<file path="config.mk">
export PLATFORM = sky130hd
export DESIGN_NAME = quadrature_detent_event_queue
export DESIGN_NICKNAME = d
export VERILOG_FILES = /design/src/qdeq_pkg.sv /design/src/quadrature_detent_event_queue.sv
export SDC_FILE = /design/constraint.sdc
export NUM_CORES = 1
export LEC_CHECK = 0
export BUFFER_PORTS_ARGS = -buffer_cell sky130_fd_sc_hd__buf_2
export CAP_MARGIN = 5
export CORE_MARGIN = 2
export CORE_UTILIZATION = 54
export CTS_CLUSTER_SIZE = 16
export DETAILED_ROUTE_END_ITERATION = 6
export HOLD_SLACK_MARGIN = 0.03
export PLACE_DENSITY = 0.76
export SLEW_MARGIN = 20
export SYNTH_ARGS = -nofsm -noshare
export SYNTH_HDL_FRONTEND = slang
export SYNTH_SLANG_ARGS = --single-unit
</file>
<file path="constraint.sdc">
create_clock -name clk -period 7.1 [get_ports clk]
set_input_delay 0.71 -clock clk [delete_from_list [all_inputs] [get_ports clk]]
set_output_delay 0.71 -clock clk [all_outputs]
set_load 0.01 [all_outputs]
</file>
<file path="src/qdeq_pkg.sv">
// shared types, constants and the quadrature step table of the detent event queue
`default_nettype none

package qdeq_pkg;

  localparam int QUEUE_DEPTH_DEF = 16;

  localparam int KEY_W   = 8;
  localparam int STAMP_W = 32;
  localparam int LEVEL_W = 2;
  localparam int SUM_W   = 4;

  localparam logic [LEVEL_W-1:0] LEVELS_RESET  = 2'b11;
  localparam logic [KEY_W-1:0]   CW_KEY_RESET  = 8'd0;
  localparam logic [KEY_W-1:0]   CCW_KEY_RESET = 8'd1;

  localparam logic signed [SUM_W-1:0] DETENT_CW  = 4'sd4;
  localparam logic signed [SUM_W-1:0] DETENT_CCW = -4'sd4;

  typedef enum logic [1:0] {
    OP_TICK   = 2'd0,
    OP_SAMPLE = 2'd1,
    OP_READ   = 2'd2,
    OP_RESYNC = 2'd3
  } op_t;

  typedef enum logic {
    REG_CW_KEY  = 1'b0,
    REG_CCW_KEY = 1'b1
  } reg_idx_t;

  typedef logic signed [1:0] step_t;

  typedef struct packed {
    logic [STAMP_W-1:0] stamp;
    logic [KEY_W-1:0]   key;
  } rec_t;

  // index is {previous a, previous b, current a, current b}
  function automatic step_t step_lookup(input logic [3:0] idx);
    step_t s;
    case (idx)
      4'd1, 4'd7, 4'd8, 4'd14:  s = 2'sb01;
      4'd2, 4'd4, 4'd11, 4'd13: s = 2'sb11;
      default:                  s = 2'sb00;
    endcase
    return s;
  endfunction

endpackage

`default_nettype wire

</file>
<file path="src/quadrature_detent_event_queue.sv">
// top level: quadrature decoder, detent detection and event ring with stream and apb ports
// The block takes one item per clock on the s_ stream while the skid stage is empty; tuser
// carries the operation (tick, pin sample, read, resync) and tdata the pin levels. Four
// counted quadrature steps in one direction make a detent that queues a press and a release
// event, stamped with the millisecond count; the pair is dropped if the ring cannot take
// both. A read item returns one result on the m_ stream; other items return nothing. Each
// pair is held as one record in a ring memory with one write and one registered read port.
// An output register plus a one-entry skid stage keep the input open while a result waits,
// so the sustained rate is one item per clock whenever the result side takes one result per
// clock. The ring holds up to QUEUE_DEPTH-1 events. Key codes are written over apb at byte
// addresses 0 (clockwise) and 4 (counterclockwise).
`default_nettype none

module quadrature_detent_event_queue #(
  parameter int QUEUE_DEPTH = qdeq_pkg::QUEUE_DEPTH_DEF
) (
  input  wire logic        clk,
  input  wire logic        rst,
  input  wire logic        psel,
  input  wire logic        penable,
  input  wire logic        pwrite,
  input  wire logic [2:0]  paddr,
  input  wire logic [31:0] pwdata,
  output logic      [31:0] prdata,
  output logic             pready,
  input  wire logic        s_tvalid,
  output logic             s_tready,
  input  wire logic [7:0]  s_tdata,   // [1:0] pin_levels, [7:2] zero
  input  wire logic [1:0]  s_tuser,   // [1:0] op
  output logic             m_tvalid,
  input  wire logic        m_tready,
  output logic      [39:0] m_tdata,   // [7:0] key_code, [39:8] stamp_ms
  output logic      [1:0]  m_tuser    // [0] event_valid, [1] event_kind
);

  localparam int CNT_W      = $clog2(QUEUE_DEPTH);
  localparam int REC_W      = CNT_W - 1;
  localparam int REC_DEPTH  = 2 ** REC_W;
  localparam logic [CNT_W:0] PUSH_LIMIT = (CNT_W + 1)'(QUEUE_DEPTH - 2);

  logic [qdeq_pkg::KEY_W-1:0]          cw_key;
  logic [qdeq_pkg::KEY_W-1:0]          ccw_key;
  logic [qdeq_pkg::LEVEL_W-1:0]        last_levels;
  logic [qdeq_pkg::LEVEL_W-1:0]        last_levels_next;
  logic signed [qdeq_pkg::SUM_W-1:0]   step_sum;
  logic signed [qdeq_pkg::SUM_W-1:0]   step_sum_next;
  logic signed [qdeq_pkg::SUM_W-1:0]   sum_add;
  logic signed [qdeq_pkg::SUM_W-1:0]   step_ext;
  logic [qdeq_pkg::STAMP_W-1:0]        ms_counter;
  logic [qdeq_pkg::STAMP_W-1:0]        ms_counter_next;
  logic [CNT_W-1:0]                    evt_count;
  logic [CNT_W-1:0]                    evt_count_next;
  logic [REC_W-1:0]                    rec_wr;
  logic [REC_W-1:0]                    rec_rd;
  logic                                rd_phase;

  qdeq_pkg::rec_t                      rec_mem [REC_DEPTH];
  qdeq_pkg::rec_t                      rec_rdata;
  qdeq_pkg::rec_t                      rec_new;

  logic                                skid_valid;
  logic                                skid_evt;
  logic                                skid_kind;
  logic [REC_W-1:0]                    skid_addr;
  logic                                out_evt;
  logic                                out_kind;

  qdeq_pkg::op_t                       op;
  qdeq_pkg::step_t                     step;
  logic [qdeq_pkg::LEVEL_W-1:0]        pins;
  logic                                accept;
  logic                                is_read;
  logic                                pop;
  logic                                push;
  logic                                detent_cw;
  logic                                detent_ccw;
  logic                                out_load;
  logic                                rd_en;
  logic [REC_W-1:0]                    rd_addr;
  logic                                cfg_wr;

  // configuration port
  assign pready = 1'b1;
  assign cfg_wr = psel && penable && pwrite && pready;

  always_ff @(posedge clk) begin
    if (rst) begin
      cw_key  <= qdeq_pkg::CW_KEY_RESET;
      ccw_key <= qdeq_pkg::CCW_KEY_RESET;
    end else if (cfg_wr) begin
      unique case (qdeq_pkg::reg_idx_t'(paddr[2]))
        qdeq_pkg::REG_CW_KEY:  cw_key  <= pwdata[qdeq_pkg::KEY_W-1:0];
        qdeq_pkg::REG_CCW_KEY: ccw_key <= pwdata[qdeq_pkg::KEY_W-1:0];
        default: ;
      endcase
    end
  end

  always_comb begin
    prdata = '0;
    unique case (qdeq_pkg::reg_idx_t'(paddr[2]))
      qdeq_pkg::REG_CW_KEY:  prdata = {{(32 - qdeq_pkg::KEY_W){1'b0}}, cw_key};
      qdeq_pkg::REG_CCW_KEY: prdata = {{(32 - qdeq_pkg::KEY_W){1'b0}}, ccw_key};
      default: ;
    endcase
  end

  // input decode and step decode
  assign s_tready = !skid_valid;
  assign accept   = s_tvalid && s_tready;
  assign op       = qdeq_pkg::op_t'(s_tuser);
  assign pins     = s_tdata[qdeq_pkg::LEVEL_W-1:0];

  assign step       = qdeq_pkg::step_lookup({last_levels, pins});
  assign step_ext   = {{(qdeq_pkg::SUM_W - 2){step[1]}}, step};
  assign sum_add    = step_sum + step_ext;
  assign detent_cw  = (step != 2'sb00) && (sum_add >= qdeq_pkg::DETENT_CW);
  assign detent_ccw = (step != 2'sb00) && (sum_add <= qdeq_pkg::DETENT_CCW);

  assign is_read = accept && (op == qdeq_pkg::OP_READ);
  assign pop     = is_read && (evt_count != '0);
  assign push    = accept && (op == qdeq_pkg::OP_SAMPLE) && (detent_cw || detent_ccw)
                   && ({1'b0, evt_count} < PUSH_LIMIT);

  assign rec_new.stamp = ms_counter;
  assign rec_new.key   = detent_cw ? cw_key : ccw_key;

  always_comb begin
    last_levels_next = last_levels;
    step_sum_next    = step_sum;
    ms_counter_next  = ms_counter;
    if (accept) begin
      unique case (op)
        qdeq_pkg::OP_TICK: ms_counter_next = ms_counter + 1'b1;
        qdeq_pkg::OP_SAMPLE: begin
          last_levels_next = pins;
          if (detent_cw || detent_ccw) begin
            step_sum_next = '0;
          end else if (step != 2'sb00) begin
            step_sum_next = sum_add;
          end
        end
        qdeq_pkg::OP_READ: ;
        qdeq_pkg::OP_RESYNC: begin
          last_levels_next = pins;
          step_sum_next    = '0;
        end
        default: ;
      endcase
    end
  end

  always_comb begin
    evt_count_next = evt_count;
    if (push) begin
      evt_count_next = evt_count + CNT_W'(2);
    end else if (pop) begin
      evt_count_next = evt_count - CNT_W'(1);
    end
  end

  always_ff @(posedge clk) begin
    if (rst) begin
      last_levels <= qdeq_pkg::LEVELS_RESET;
      step_sum    <= '0;
      ms_counter  <= '0;
      evt_count   <= '0;
      rec_wr      <= '0;
      rec_rd      <= '0;
      rd_phase    <= 1'b0;
    end else begin
      last_levels <= last_levels_next;
      step_sum    <= step_sum_next;
      ms_counter  <= ms_counter_next;
      evt_count   <= evt_count_next;
      if (push) begin
        rec_wr <= rec_wr + 1'b1;
      end
      if (pop) begin
        rd_phase <= !rd_phase;
        if (rd_phase) begin
          rec_rd <= rec_rd + 1'b1;
        end
      end
    end
  end

  // pair record memory
  assign out_load = !m_tvalid || m_tready;
  assign rd_en    = out_load && (skid_valid || is_read);
  assign rd_addr  = skid_valid ? skid_addr : rec_rd;

  always_ff @(posedge clk) begin
    if (push) begin
      rec_mem[rec_wr] <= rec_new;
    end
  end

  always_ff @(posedge clk) begin
    if (rd_en) begin
      rec_rdata <= rec_mem[rd_addr];
    end
  end

  // skid stage and output register
  always_ff @(posedge clk) begin
    if (rst) begin
      skid_valid <= 1'b0;
    end else if (skid_valid && out_load) begin
      skid_valid <= 1'b0;
    end else if (is_read && !out_load) begin
      skid_valid <= 1'b1;
    end
  end

  always_ff @(posedge clk) begin
    if (is_read && !out_load) begin
      skid_evt  <= pop;
      skid_kind <= rd_phase;
      skid_addr <= rec_rd;
    end
  end

  always_ff @(posedge clk) begin
    if (rst) begin
      m_tvalid <= 1'b0;
    end else if (out_load) begin
      m_tvalid <= skid_valid || is_read;
    end
  end

  always_ff @(posedge clk) begin
    if (out_load) begin
      if (skid_valid) begin
        out_evt  <= skid_evt;
        out_kind <= skid_kind;
      end else if (is_read) begin
        out_evt  <= pop;
        out_kind <= rd_phase;
      end
    end
  end

  assign m_tdata = out_evt ? {rec_rdata.stamp, rec_rdata.key} : '0;
  assign m_tuser = {out_evt && out_kind, out_evt};

endmodule

`default_nettype wire

</file>
==> results of run 1 <==
[metal layers]
layer	track usage	up-vias	wire [um]	part of all wire
li1	-	3927	-	-
met1	0.257	4404	13400	0.43
met2	0.324	243	15400	0.50
met3	0.0310	50	1560	0.050
met4	0.0470	0	613	0.020
met5	0	-	0	0
[cell usage after synthesis, types with 7 or more instances]
master      n
a21oi_1    29
and2_1     43
buf_4      35
clkbuf_1   21
dfxtp_1    67
edfxtp_1  367
ha_1       14
inv_1      16
mux2_2     57
mux2i_1     9
mux4_2     81
nand2_1    58
nand3_1    15
nor2_1     44
nor3_1      7
o21ai_0     9
or3_1       8
xnor2_1    17
xor2_1     17
[cells by family (layout without fill, tap and decap cells)]
kind of cell / after synthesis / after routing / share of synthesized area
buffers and inverters: 81 / 186 / 0.0258
AO/OA/AOI/OAI: 55 / 55 / 0.0198
other: 2 / 25 / 0.000433
adder cells (fa/ha/maj): 15 / 15 / 0.0113
AND/OR/NAND/NOR: 211 / 211 / 0.0654
XOR/XNOR: 34 / 34 / 0.0172
multiplexers: 147 / 147 / 0.147
flip-flops: 434 / 434 / 0.713
[registers in the layout (all words and copies together) (netlist names), 2 cells and up]
signal / count
rec_mem: 320
rec_rdata: 40
ms_counter: 32
ccw_key: 8
cw_key: 8
evt_count: 4
step_sum: 4
rec_rd: 3
rec_wr: 3
skid_addr: 3
last_levels: 2
[power breakdown]
group | total (mW) | internal [mW] | switching [mW]
sequential | 2.76 | 2.75 | 0.0126
combinational | 0.133 | 0.0514 | 0.0819
clock | 2.13 | 1.25 | 0.879
total | 5.03 | 4.06 | 0.974
[per-stage QoR]
| step | utilization | setup TNS, ns | instance area [um2] |
|---|---|---|---|
| 2_1_floorplan | - | -48.17 | 17400 |
| 3_3_place_gp | 0.576 | 0 | 18200 |
| 3_5_place_dp | 0.576 | 0 | 18200 |
| 4_1_cts | 0.618 | 0 | 19500 |
| 5_1_grt | 0.618 | 0 | 19500 |
| 6_report | 0.618 | 0 | 19500 |
[area by class of cell]
| class | instances | area, um2 |
|---|---|---|
| multi-input cells | 487 | 4710 |
| clock inverters | 9 | 73.8 |
| clock buffers | 69 | 1260 |
| fillers | 2193 | 12000 |
| inverters | 17 | 63.8 |
| flip-flops and latches | 434 | 12400 |
| well taps | 402 | 503 |
| repair buffers | 91 | 531 |
[final timing paths]
path | start | to | slack [ns] | depth (start not counted)
setup / recovery | s_tdata[0] | rec_mem[5][10] | 2.65 | 14
hold reg to reg | ccw_key[7] | ccw_key[7] | 0.47 | 2
hold / removal | pwdata[0] | ccw_key[0] | 0.41 | 3
setup reg to reg | last_levels[0] | rec_mem[5][10] | 2.78 | 9
[critical path: cells and delay by family]
| kind | cells | cell delay (ns) |
|---|---|---|
| fa+ha+maj | 3 | 0.91 |
| simple gates | 2 | 0.96 |
| compound gates | 2 | 0.48 |
| mux | 1 | 0.15 |
| xor+xnor | 3 | 0.55 |
| buf+inv | 3 | 0.80 |
==> flow_metrics.tcl, run 1 <==
set metrics [dict create \
    status "complete, no violations" \
    drive_gt1_frac 0.285 \
    wl_per_cell_um 20.5 \
    core-area_um2 31600 \
    min_path_type "in -> reg" \
    vdd_ir_drop_max_v 0.000176 \
    ys.flop_type "edfxtp_1" \
    relSlewSlack 0.270 \
    die_h_um 183 \
    crit_top_cell "xnor2_1" \
    power_density_nw_per_um2 258 \
    clockBufferDepth 3 \
    dp.cells 1431 \
    cts_buffers 43 \
    grt_pass1_wl_um 48700 \
    cts_hold_buf 0 \
    power_mw 5.03 \
    netlist_instances 979 \
    num_antenna_cells 0 \
    cts_max_level 2 \
    insertion_delay_ns 0.53 \
    final_common_cell "edfxtp_1" \
    ios 129 \
    clock-sinks 434 \
    cp_max_fo 33 \
    finalWorstSetupSlack_ns 2.65 \
    fin_cells 1509 \
    synth_edf_count 367 \
    yosys_warnings 0 \
    root_buffer "clkbuf_16" \
    p_leak_nw 6.83 \
    antenna_left 0 \
    synth_top_area_cell "edfxtp_1" \
    max_cap_viol_count 0 \
    grt_max_degree 67 \
    setup_viol 0 \
    tightestPinTransition_ns 1.09 \
    synthArstFlopShare 0 \
    slew_violations 0 \
    finalCritPeriodShare 0.627 \
    worst_path_max_delay_cell "nor3_2" \
    place_ws_ns 2.05 \
    crit_path_cell_trace "buf_2, inv_1, ha_1, xnor2_1, xnor2_1, ha_1, fa_1, xnor2_1, and2_1, mux2i_1, o311a_1, o21ai_2, nor3_2, buf_4" \
    ys_seq_area_frac 0.713 \
    rows 65 \
    syn_to_final_growth_pct 12.5 \
    layout_common_cells "367 x edfxtp_1, 81 x mux4_2, 71 x buf_2, 67 x dfxtp_1, 58 x nand2_1" \
    grt.total_usage 0.190 \
    required_ns 7.26 \
    dr_total_vias 8624 \
    fp.dieW_um 183 \
    dieArea_um2 33600 \
    finalNetCount 1141 \
    via_per_inst 5.72 \
    postCtsSetupRepairBufs 0 \
    worstPathArrival_ns 4.61 \
    cts_resized 0 \
    period_minus_slack_ns 4.45 \
    totalWireLength_um 31000 \
    io_buffer_count 71 \
    cts_tree "done" \
    grt_setup_unrepaired "false" \
    cts.clk_slew.worst_paths_ns 0.06 \
    hold_slack_ns 0.414 \
    drt_iter0_markers 572 \
    slowest_delay_ns 0.74 \
    yosysTopAreaCellShare 0.635 \
    gp_congestion 0.740 \
    avgSynthCellArea_um2 17.7 \
    worstSetupPathType "in -> reg" \
    hold_viol_final 0 \
    worst_clock_skew_ns 0.00822 \
    syn_area_um2 17300 \
    fmax_ghz 0.225 \
    synth_cell_types 55 \
    start_util 0.550 \
    cp-start-kind "input pin" \
    drt_pass1_iterations 5 \
    worst_setup_path_end_kind "flip-flop" \
    dp_hpwl_um 17100 \
    antenna_found_initial 0 \
    ys_ff_latch 434 \
    first_global_vias 8852 \
    synth_area_leaders "edfxtp_1 64%, mux4_2 11%, dfxtp_1 7.7%, mux2_2 3.7%, and2_1 1.6%" \
    overflow 0 \
    drc 0 \
]
Note: power is estimated with default switching activity, not from simulation.
==> run 2: changes to the inputs <==
--- a/config.mk
+++ b/config.mk
@@ -8,11 +8,11 @@
 export BUFFER_PORTS_ARGS = -buffer_cell sky130_fd_sc_hd__buf_2
 export CAP_MARGIN = 5
 export CORE_MARGIN = 2
-export CORE_UTILIZATION = 54
+export CORE_UTILIZATION = 60
 export CTS_CLUSTER_SIZE = 16
 export DETAILED_ROUTE_END_ITERATION = 6
 export HOLD_SLACK_MARGIN = 0.03
-export PLACE_DENSITY = 0.76
+export PLACE_DENSITY = 0.8
 export SLEW_MARGIN = 20
 export SYNTH_ARGS = -nofsm -noshare
 export SYNTH_HDL_FRONTEND = slang
==> constraint.sdc (replaced) <==
create_clock -name clk -period 4.2 [get_ports clk]
set_input_delay 0.42 -clock clk [delete_from_list [all_inputs] [get_ports clk]]
set_output_delay 0.42 -clock clk [all_outputs]
set_load 0.01 [all_outputs]
==> run 2 against run 1 <==
Against the previous run:
- clock power is 79% higher
- utilization is 7.6 points higher
- highest routed layer unchanged
- sequential share of layout area is 1.0 points lower
- critical path depth is 5 lower
- first-iteration DRC count is 42% higher
- largest cell class unchanged
==> flow_metrics.tcl, run 2 (synthesis gave the netlist of run 1 again) <==
set metrics [dict create \
    status "complete, no violations" \
    relSlewSlack 0.510 \
    multiInputGateArea_um2 4860 \
    reg2regPathDepth 9 \
    postCtsSetupRepairBufs 0 \
    drive_gt1_frac 0.301 \
    period_minus_slack_ns 3.55 \
    regToRegEndpoint "rec_mem[6][9]" \
    cts.clk_slew.worst_paths_ns 0.06 \
    rr_startpoint "last_levels[0]" \
    io_buffer_count 71 \
    fmax_ghz 0.282 \
    reg.largest.list "rec_mem (320), rec_rdata (40), ms_counter (32)" \
    overflow 0 \
    num_antenna_cells 0 \
    hold_viol_final 0 \
    worst_clock_skew_ns 0.00949 \
    layout_common_cells "367 x edfxtp_1, 81 x mux4_2, 71 x buf_2, 67 x dfxtp_1, 58 x nand2_1" \
    finalWorstSetupSlack_ns 0.649 \
    grt_pass1_wl_um 49900 \
    antenna_left 0 \
    power_density_nw_per_um2 440 \
    worstSetupPathType "reg -> reg" \
    endpoint "rec_mem[6][9]" \
    setup_viol 0 \
    dr_total_vias 8665 \
    fillCellCount 1785 \
    cts_buffers 41 \
    cts_max_level 2 \
    cts_tree "done" \
    hold_slack_ns 0.119 \
    cp-start-kind "flip-flop" \
    min_path_type "in -> reg" \
    finalCritPeriodShare 0.846 \
    fp.dieW_um 174 \
    required_ns 4.43 \
    drt_iter0_markers 811 \
    grt_max_degree 81 \
    cts_hold_buf 0 \
    finalNetCount 1142 \
    place_ws_ns 0.251 \
    max_cap_viol_count 0 \
    clock-sinks 434 \
    clockBufferDepth 3 \
    die_h_um 174 \
    p_leak_nw 6.92 \
    gp_congestion 0.752 \
    syn_to_final_growth_pct 14.3 \
    wl_per_cell_um 21.4 \
    reg2reg_slack_ns 0.65 \
    worstPathArrival_ns 3.78 \
    cts_resized 0 \
    root_buffer "clkbuf_16" \
    rows 62 \
    grt.total_usage 0.217 \
    vdd_ir_drop_max_v 0.000401 \
    crit_start "last_levels[0]" \
    ios 129 \
    antenna_found_initial 0 \
    slew_violations 0 \
    totalWireLength_um 31900 \
    dieArea_um2 30300 \
    insertion_delay_ns 0.53 \
    first_global_vias 8995 \
    drt_pass1_iterations 5 \
    core-area_um2 28500 \
    drc 0 \
    tightestPinTransition_ns 0.733 \
    regMostFlops "rec_mem" \
    grt_setup_unrepaired "false" \
    final_common_cell "edfxtp_1" \
    cp_max_fo 9 \
    worst_setup_path_end_kind "flip-flop" \
    start_util 0.608 \
    largest_reg_flops 320 \
    via_per_inst 5.82 \
    dp_hpwl_um 17400 \
    register_area_um2 12400 \
]
==> run 2: cell count changes in the layout (fill, tap and decap cells not counted), sizes merged <==
cell    previous run  this run
inv               17        16
clkinv             7        13
bufinv             1         8
clkbuf            69        52
buf               91        94
==> run 2: layer usage <==
| metal | part of all wire | global-route usage | vias up |
|---|---|---|---|
| li1 | - | - | 3909 |
| met1 | 0.41 | 0.292 | 4411 |
| met2 | 0.51 | 0.370 | 280 |
| met3 | 0.056 | 0.0315 | 65 |
| met4 | 0.028 | 0.0704 | 0 |
| met5 | 0 | 0 | - |
==> run 2: layout make-up <==
cell class | count | share of cell area
inverters | 17 | 0.00398
well taps | 384 | 0.0242
flip-flops and latches | 434 | 0.623
repair buffers | 94 | 0.0336
clock buffers | 52 | 0.0548
clock inverters | 21 | 0.0151
multi-input cells | 487 | 0.245
==> run 2: critical path: stages (launching register included) <==
cell,delay [ns]
dfxtp_1,0.39
mux4_2,0.66
fa_2,0.40
xnor2_2,0.18
and2_1,0.18
mux2i_1,0.13
o311a_1,0.27
o211ai_1,0.19
nor3b_4,0.54
buf_4,0.31
==> run 2: metrics by stage <==
stage | power, mW | area, um2 | cells | setup TNS [ns] | utilization
2_1_floorplan | 4.95 | 17600 | 1002 | -58.24 | -
3_3_place_gp | 5.00 | 18400 | 1416 | 0 | 0.646
3_5_place_dp | 5.00 | 18400 | 1416 | 0 | 0.646
4_1_cts | 8.77 | 19800 | 1489 | 0 | 0.694
5_1_grt | 8.96 | 19800 | 1489 | 0 | 0.695
6_report | 8.73 | 19800 | 1489 | 0 | 0.695
==> run 2: worst min-delay path by stage <==
stage                    start         end  slack [ns]  depth (start not counted)
floorplan           ccw_key[1]  ccw_key[1]        0.44                          2
global placement     cw_key[1]   cw_key[1]        0.45                          2
detailed placement   cw_key[3]   cw_key[3]        0.46                          2
CTS                  pwdata[0]  ccw_key[0]        0.11                          3
global route         pwdata[0]  ccw_key[0]        0.13                          3
finish               pwdata[0]  ccw_key[0]        0.12                          3
==> run 2: power by group <==
group	internal, mW	leakage [nW]	total [mW]	switching [mW]
Sequential	4.65	4.00	4.68	0.0240
Combinational	0.0950	2.24	0.238	0.143
Clock	2.32	0.679	3.81	1.49
Total	7.07	6.92	8.73	1.66
